===== config.mk =====
export PLATFORM = sky130hd
export DESIGN_NAME = sorted_priority_queue_unit
export DESIGN_NICKNAME = d
export VERILOG_FILES = /design/src/hdl/spq_pkg.sv /design/src/hdl/spq_cell.sv /design/src/hdl/sorted_priority_queue_unit.sv
export SDC_FILE = /design/constraint.sdc
export NUM_CORES = 2
export LEC_CHECK = 0
export CAP_MARGIN = 20
export CORE_ASPECT_RATIO = 0.6
export CORE_MARGIN = 2
export CORE_UTILIZATION = 35
export CTS_CLUSTER_DIAMETER = 60
export DETAILED_ROUTE_END_ITERATION = 6
export DONT_BUFFER_PORTS = 1
export GPL_ROUTABILITY_DRIVEN = 0
export RECOVER_POWER = 25
export REMOVE_ABC_BUFFERS = 1
export SLEW_MARGIN = 30
export SYNTH_ARGS = -nofsm -noshare
export SYNTH_HDL_FRONTEND = slang
export SYNTH_SLANG_ARGS = --single-unit

===== constraint.sdc =====
create_clock -name clk -period 6.35 [get_ports clk]
set_input_delay 0 -clock clk [delete_from_list [all_inputs] [get_ports clk]]
set_output_delay 0 -clock clk [all_outputs]
set_load 0.02 [all_outputs]

===== src/hdl/spq_pkg.sv =====
`default_nettype none
// ----------------------------------------------------------------------------
// spq_pkg
// Shared types and constants for the sorted priority queue.
// ----------------------------------------------------------------------------
package spq_pkg;

  localparam int QUEUE_DEPTH = 16;
  localparam int PRIO_BITS   = 8;
  localparam int VALUE_W     = 32;
  localparam int PRIO_W      = 8;
  localparam int CNT_W       = $clog2(QUEUE_DEPTH + 1);

  typedef enum logic [1:0] {
    CMD_ENQ  = 2'd0,
    CMD_DEQ  = 2'd1,
    CMD_PEEK = 2'd2
  } cmd_t;

  typedef enum logic [1:0] {
    ST_OK    = 2'd0,
    ST_EMPTY = 2'd1,
    ST_FULL  = 2'd2
  } status_t;

  typedef struct packed {
    logic                 valid;
    logic [VALUE_W-1:0]   value;
    logic [PRIO_BITS-1:0] prio;
  } slot_t;

  typedef struct packed {
    logic                 enq;
    logic                 deq;
    logic [VALUE_W-1:0]   value;
    logic [PRIO_BITS-1:0] prio;
  } ctrl_t;

endpackage : spq_pkg
`default_nettype wire


===== src/hdl/spq_cell.sv =====
`default_nettype none
// ----------------------------------------------------------------------------
// spq_cell
// One slot of the sorted chain: keeps, takes the new item, or shifts.
// ----------------------------------------------------------------------------
module spq_cell
  import spq_pkg::*;
(
  input  wire logic  clk,
  input  wire logic  rst,
  input  wire ctrl_t ctrl,
  input  wire slot_t left,
  input  wire logic  left_ge,
  input  wire slot_t right,
  output slot_t      slot,
  output logic       ge
);

  slot_t slot_next;

  assign ge = slot.valid & (slot.prio >= ctrl.prio);

  always_comb begin
    slot_next = slot;
    if (ctrl.deq) begin
      slot_next = right;
    end else if (ctrl.enq && !ge) begin
      if (left_ge) begin
        slot_next = '{valid: 1'b1, value: ctrl.value, prio: ctrl.prio};
      end else begin
        slot_next = left;
      end
    end
  end

  always_ff @(posedge clk) begin
    if (rst) begin
      slot.valid <= 1'b0;
    end else begin
      slot.valid <= slot_next.valid;
    end
    slot.value <= slot_next.value;
    slot.prio  <= slot_next.prio;
  end

endmodule : spq_cell
`default_nettype wire


===== src/hdl/sorted_priority_queue_unit.sv =====
// An accepted item's result is registered in the output register.
// Throughput: one item per cycle while cmd_stall is low; each cell compares and shifts.
// cmd_stall is high only while a result waits and rsp_stall holds it.
// Reset clears the cell valid bits, the count and the output valid; no clearing pass.
`default_nettype none
// ----------------------------------------------------------------------------
// sorted_priority_queue_unit
// Bounded priority queue kept sorted in a chain of cells, front at cell 0.
// ----------------------------------------------------------------------------
module sorted_priority_queue_unit
  import spq_pkg::*;
(
  input  wire logic               clk,
  input  wire logic               rst,
  input  wire logic               cmd_valid,
  output logic                    cmd_stall,
  input  wire logic [1:0]         cmd,
  input  wire logic [VALUE_W-1:0] value,
  input  wire logic [PRIO_W-1:0]  prio,
  output logic                    rsp_valid,
  input  wire logic               rsp_stall,
  output logic [VALUE_W-1:0]      out_value,
  output logic [PRIO_W-1:0]       out_prio,
  output logic [1:0]              status,
  output logic [CNT_W-1:0]        occupancy
);

  slot_t                  slots [QUEUE_DEPTH];
  logic [QUEUE_DEPTH-1:0] ge_vec;
  logic [QUEUE_DEPTH-1:0] valid_vec;
  ctrl_t                  ctrl;
  logic                   accept;
  logic                   full;
  logic                   empty;
  logic [CNT_W-1:0]       cnt;
  logic [CNT_W-1:0]       cnt_next;
  status_t                st_next;
  logic                   front_out;

  assign cmd_stall = rsp_valid & rsp_stall;
  assign accept    = cmd_valid & ~cmd_stall;
  assign full      = slots[QUEUE_DEPTH-1].valid;
  assign empty     = ~slots[0].valid;

  always_comb begin
    ctrl.enq   = 1'b0;
    ctrl.deq   = 1'b0;
    ctrl.value = value;
    ctrl.prio  = prio[PRIO_BITS-1:0];
    cnt_next   = cnt;
    st_next    = ST_OK;
    front_out  = 1'b0;
    case (cmd)
      CMD_ENQ: begin
        if (full) begin
          st_next = ST_FULL;
        end else begin
          ctrl.enq = accept;
          cnt_next = cnt + CNT_W'(1);
        end
      end
      CMD_DEQ: begin
        if (empty) begin
          st_next = ST_EMPTY;
        end else begin
          ctrl.deq  = accept;
          front_out = 1'b1;
          cnt_next  = cnt - CNT_W'(1);
        end
      end
      CMD_PEEK: begin
        if (empty) begin
          st_next = ST_EMPTY;
        end else begin
          front_out = 1'b1;
        end
      end
      default: begin
        st_next = ST_OK;
      end
    endcase
  end

  for (genvar i = 0; i < QUEUE_DEPTH; i++) begin : g_cell
    slot_t left_s;
    slot_t right_s;
    logic  left_ge_s;

    if (i == 0) begin : g_head
      assign left_s    = '0;
      assign left_ge_s = 1'b1;
    end else begin : g_body
      assign left_s    = slots[i-1];
      assign left_ge_s = ge_vec[i-1];
    end

    if (i == QUEUE_DEPTH - 1) begin : g_tail
      assign right_s = '0;
    end else begin : g_mid
      assign right_s = slots[i+1];
    end

    spq_cell u_cell (
      .clk     (clk),
      .rst     (rst),
      .ctrl    (ctrl),
      .left    (left_s),
      .left_ge (left_ge_s),
      .right   (right_s),
      .slot    (slots[i]),
      .ge      (ge_vec[i])
    );

    assign valid_vec[i] = slots[i].valid;
  end

  always_ff @(posedge clk) begin
    if (rst) begin
      cnt       <= '0;
      rsp_valid <= 1'b0;
    end else begin
      if (accept) begin
        cnt       <= cnt_next;
        rsp_valid <= 1'b1;
      end else if (!rsp_stall) begin
        rsp_valid <= 1'b0;
      end
    end
  end

  always_ff @(posedge clk) begin
    if (accept) begin
      out_value <= front_out ? slots[0].value : '0;
      out_prio  <= front_out ? PRIO_W'(slots[0].prio) : '0;
      status    <= st_next;
      occupancy <= cnt_next;
    end
  end

`ifndef SYNTHESIS
  a_cnt_matches_cells: assert property (@(posedge clk) disable iff (rst)
    cnt == CNT_W'($countones(valid_vec)))
    else $error("count differs from valid cells");

  a_cells_packed: assert property (@(posedge clk) disable iff (rst)
    ((valid_vec + QUEUE_DEPTH'(1)) & valid_vec) == '0)
    else $error("valid cells not packed at the front");

  a_deq_shrinks: assert property (@(posedge clk) disable iff (rst)
    (accept && cmd == CMD_DEQ && !empty) |=> cnt == $past(cnt) - CNT_W'(1))
    else $error("dequeue did not shrink the queue");

  a_full_blocks: assert property (@(posedge clk) disable iff (rst)
    (accept && cmd == CMD_ENQ && full) |=> $stable(valid_vec) && status == ST_FULL)
    else $error("enqueue on full changed the queue");
`endif

endmodule : sorted_priority_queue_unit
`default_nettype wire

---- Word-level counts from Yosys, hierarchy flattened ----
Index checks and enable logic that the tools add are counted.
storage, ports and cells
  bits of input ports ..................... 46
  logic and storage cells ................. 203
  bits in registers ....................... 709
  output and inout bits ................... 49
operators by class
  add/sub/neg operators ................... 2
  reduce and logical (&&, ||, !) cells .... 50
  $lt $le $gt $ge ......................... 16
  multiplexer cells ....................... 59
  equal/unequal tests ..................... 3
  bitwise logic cells ..................... 19
operators by type and width
  operator             count
  $mux 41              45
  $ge 8x8->1           16
  $reduce_bool 2->1    15
  $and 1x1->1          18
  $logic_and 1x1->1    16
  $logic_not 1->1      16
  $mux 5               2
  $pmux 5 s2           1
  $mux 1               9
  $add 5x1->5 const B  1
  $sub 5x1->5 const B  1
  $pmux 2 s2           1
  $reduce_or 2->1      2
  $eq 2x1->1 const B   1
  $eq 2x2->1 const B   1
  $logic_not 2->1      1
  $mux 2               1
  $ne 2x1->1 const B   1
  $not 1->1            1

---- Logic depth before layout (Yosys ltp) ----
  depth after elaboration ................. 8
  gate-level depth with buffers ........... 10
  mapped depth without buffers ............ 7

---- Hierarchy ----
From an unflattened synthesis, not the netlist that was laid out.
second synthesis, totals
  cell total of the unflattened synthesis .. 3534
  area, all modules ....................... 39335.2 um^2
modules (own cells, without submodules)
  module                      instances  seq. area each (um^2)  area each (um^2)  cells each
  spq_cell                    16         1221.2                 2311.0            210
  sorted_priority_queue_unit  1          1531.5                 2359.8            174

---- Least setup slack after synthesis ----
OpenSTA, ideal clock, no wires.
  path type ............................... register -> register
  start point ............................. register rsp_valid
  end point ............................... register g_cell[12].u_cell.slot[0] (netlist name), enable pin
  data arrival time ....................... 3.051 ns
  setup slack ............................. 2.901 ns
  stages on the path, launching flop included .. 10
  cells stage by stage .................... dfxtp_1 a21bo_2 buf_2 inv_2 nand3_1 buf_2 buf_2 buf_2 buf_2 nand2_1
on the way
  longest elaborated chain between the ends .. 7
  elaborated cells on any way between the ends .. 9
  those cells by class .................... 4 x mux; 3 x bitwise; 2 x reduce/logical
RTL lines
  element                               RTL line                           source
  from (decl)                           sorted_priority_queue_unit.sv:20   output logic rsp_valid,
  from (signal assigned)                sorted_priority_queue_unit.sv:120  rsp_valid <= 1'b0;
  from (signal assigned)                sorted_priority_queue_unit.sv:124  rsp_valid <= 1'b1;
  from (signal assigned)                sorted_priority_queue_unit.sv:126  rsp_valid <= 1'b0;
  $and 1x1->1 *                         sorted_priority_queue_unit.sv:40   assign cmd_stall = rsp_valid & rsp_stall;
  $not 1->1 *                           sorted_priority_queue_unit.sv:41   assign accept = cmd_valid & ~cmd_stall;
  $and 1x1->1 *                         sorted_priority_queue_unit.sv:41
  named net accept                      sorted_priority_queue_unit.sv:32   logic accept;
  $mux 1                                sorted_priority_queue_unit.sv:55   if (full) begin
  $mux 1                                sorted_priority_queue_unit.sv:53   case (cmd)
  $logic_and 1x1->1                     spq_cell.sv:27                     end else if (ctrl.enq && !ge) begin
  $reduce_bool 2->1 (no source line) *  -
  to (decl)                             spq_cell.sv:15                     output slot_t slot,
The timed path passes the listed nets; every way through them passes the cells marked *.
A chain may end at the register's enable or synchronous reset.

---- Worst setup path after layout ----
  start point ............................. register rsp_valid
  end point ............................... register g_cell[6].u_cell.slot[25] (netlist name), enable pin
on the way
  longest elaborated chain between the ends .. 7
  elaborated cells on any way between the ends .. 9
  those cells by class .................... 4 x mux; 3 x bitwise; 2 x reduce/logical
RTL lines
  element                               RTL line
  $and 1x1->1 *                         sorted_priority_queue_unit.sv:40
  $not 1->1 *                           sorted_priority_queue_unit.sv:41
  $and 1x1->1 *                         sorted_priority_queue_unit.sv:41
  named net accept                      sorted_priority_queue_unit.sv:32
  $mux 1                                sorted_priority_queue_unit.sv:55
  $mux 1                                sorted_priority_queue_unit.sv:53
  $logic_and 1x1->1                     spq_cell.sv:27
  $reduce_bool 2->1 (no source line) *  -
  to (decl)                             spq_cell.sv:15
Marked as above.

==> results.cfg <==
[sta]
fin_skew_ns = 0.0157
holdWs_ns = 0.0617
max_freq_ghz = 0.204
finalCritPeriodShare = 0.770
rsz0062_at_grt = false
slew_violations = 146
setup-tns-final_ns = 0
setup_violations = 0
hold_viol_final = 0
relSlewSlack = -0.872
max_slew.worst_pin.slew_ns = 2.81
post-route-min-period_ns = 4.89

[layout]
multi_input_area_mm2 = 0.0141
fin_nets = 3456
area_growth_syn_to_layout_pct = 10.1
layout-drive-gt1-share = 0.0563
nFillCells = 10000
register_area_mm2 = 0.0207

[clock_tree]
clockBufferDepth = 3
ctsHtreeMaxLevel = 3
cts_made_buffers = 75
post_cts_buffers = 0
cts.clk_slew.worst_paths_ns = 0.06
clock-sinks = 709
insertion_delay_ns = 0.63
cts_tree = yes
cts_root_buffer = clkbuf_16

[global_route]
grt_pass1_vias = 26100
grt_usage = 0.202
grt_overflow_total = 0
antenna_found_initial = 1
grt_pass1_wl_um = 166000
grt_max_degree = 185

[synthesis]
seq_area_frac_synth = 0.570
async_flop_share = 0
synth.cells.most_frequent = nand2_1 (700), edfxtp_1 (647), o211ai_1 (599), nand3_1 (536), clkbuf_1 (199)
synth_flop_cell = edfxtp_1
yosysTopAreaCell = edfxtp_1
netlist_instances = 3435
synth-seq-cells = 709
avgSynthCellArea_um2 = 10.6
synth_top_cell_area_share = 0.536
ys_top_cells_by_area = edfxtp_1 (54%), o211ai_1 (12%), nand3_1 (7.4%)
synth_edf_count = 647
synth_area_mm2 = 0.0363
yosysMostFrequentCell = nand2_1
yosysWarnings = 0
synth.distinct_cells = 48

[outcome]
violations = max-capacitance violations, max-slew violations
outcome = finished, violations left

[route]
vias = 27900
wl_per_cell_um = 23.2
drc = 0
routed_via_density = 5.90
first_pass_iters = 5
postRouteAntennaNets = 0
drt_iter0_drc = 3566
finalWirelength_um = 110000

[die]
fp.dieH_um = 253
placementRows = 91
dieArea_mm2 = 0.106
initial_core_util = 0.353
fp.dieW_um = 420
pin_count = 95
core_area_mm2 = 0.103

[power_and_ir_drop]
peakVddDrop_mv = 0.179
p_leak_nw = 13.8
p_per_area_mw_per_mm2 = 267

[critical_path]
path_delay_family = simple AND/OR/NAND/NOR gates
rr_startpoint = rsp_valid
cpPeakStageDelay_ns = 2.22
path_cells = a21bo_1, clkinvlp_2, nand3_1, nand2_1, buf_4
path_buf_inv = 2
end_kind = register
start_kind = register
critPathRequiredTime_ns = 6.66
worstSetupPathType = register to register
crit_path_start = rsp_valid
crit_fanout = 30
worstPathArrival_ns = 5.20
crit_slowest_cell = nand2_1

[job]
maxCapViolCount = 4

[placement]
port_buffers = 0
post-dp-hpwl_um = 65300

[worst_hold_path]
worstHoldPathType = input port to register
min_from = cmd_valid
per-stage QoR:
stage | total power, mW | utilization | setup WS (ns) | instances | instance area (µm²)
2_1_floorplan | 6.19 | - | -14.92 | 3107 | 34900
3_3_place_gp | 6.41 | 0.362 | 2.60 | 4554 | 37200
3_5_place_dp | 6.44 | 0.362 | 2.52 | 4554 | 37200
4_1_cts | 10.7 | 0.389 | 2.53 | 4734 | 40000
5_1_grt | 11.0 | 0.389 | 1.25 | 4736 | 39900
6_report | 10.7 | 0.389 | 1.46 | 4737 | 39900
kinds of logic (layout without fill, tap and decap cells):
group,Yosys count,in the layout,synth area share
other cells,0,1,0
mux,41,41,0.0113
fa+ha+maj,125,125,0.0431
flops,709,709,0.570
simple gates,1364,1364,0.166
buf+inv,373,279,0.0433
compound gates,823,823,0.166
per-layer routing:
layer / global-route usage / vias to the layer above / wire, µm
li1: - / 12800 / -
met1: 0.317 / 13800 / 53600
met2: 0.278 / 1169 / 44400
met3: 0.0371 / 146 / 9070
met4: 0.0577 / 0 / 2800
met5: 0 / - / 0
final cells by class:
| type | count | area share |
|---|---|---|
| antenna | 1 | 0.0000627 |
| clock buffer | 104 | 0.0520 |
| clock inverter | 29 | 0.00520 |
| inverter | 45 | 0.00426 |
| multi-input combinational | 2353 | 0.354 |
| sequential | 709 | 0.518 |
| tap | 1395 | 0.0437 |
| timing repair buffer | 101 | 0.0234 |
layout by cell type, fill, tap and decap left out, types with 15 or more instances in the layout:
| cell type | instances |
|---|---|
| a211oi_1 | 15 |
| a21oi_1 | 60 |
| and3_1 | 44 |
| buf_4 | 46 |
| clkbuf_1 | 23 |
| clkbuf_16 | 77 |
| dfxtp_1 | 61 |
| dlygate4sd3_1 | 47 |
| edfxtp_1 | 647 |
| ha_1 | 125 |
| inv_1 | 44 |
| mux2i_1 | 41 |
| nand2_1 | 690 |
| nand2b_1 | 20 |
| nand3_1 | 536 |
| nor2_1 | 24 |
| nor3_1 | 29 |
| o211ai_1 | 599 |
| o21ai_0 | 59 |
power breakdown:
part / total (mW) / internal [mW] / switching, mW
registers: 5.50 / 5.35 / 0.148
clock network: 4.28 / 2.37 / 1.91
logic: 0.890 / 0.284 / 0.606
tightest hold or removal path, delay by kind of cell:
kind / cells / cell delay (ns)
and+or+nand+nor: 2 / 0.12
buffers and inverters: 1 / 0.53
path summary, 6_finish.rpt:
check	endpoint	slack [ns]	depth (start not counted)
worst max-delay path	g_cell[6].u_cell.slot[25]	1.46	5
worst min-delay path	rsp_valid	0.06	3
worst max register to register	g_cell[6].u_cell.slot[25]	1.46	5
worst min register to register	cnt[3]	0.53	2
sequential cells by signal, indices dropped and copies added (netlist names):
name                count
g_cell.u_cell.slot    656
cnt                     5
occupancy               5
out_prio                8
out_value              32
rsp_valid               1
status                  2
repair_timing:
action | CTS | global route
hold buffers | 47 | 1
resized for setup | 0 | 0
hold endpoints to repair | 101 | 20
No activity file was read; power rests on OpenSTA's default activity.
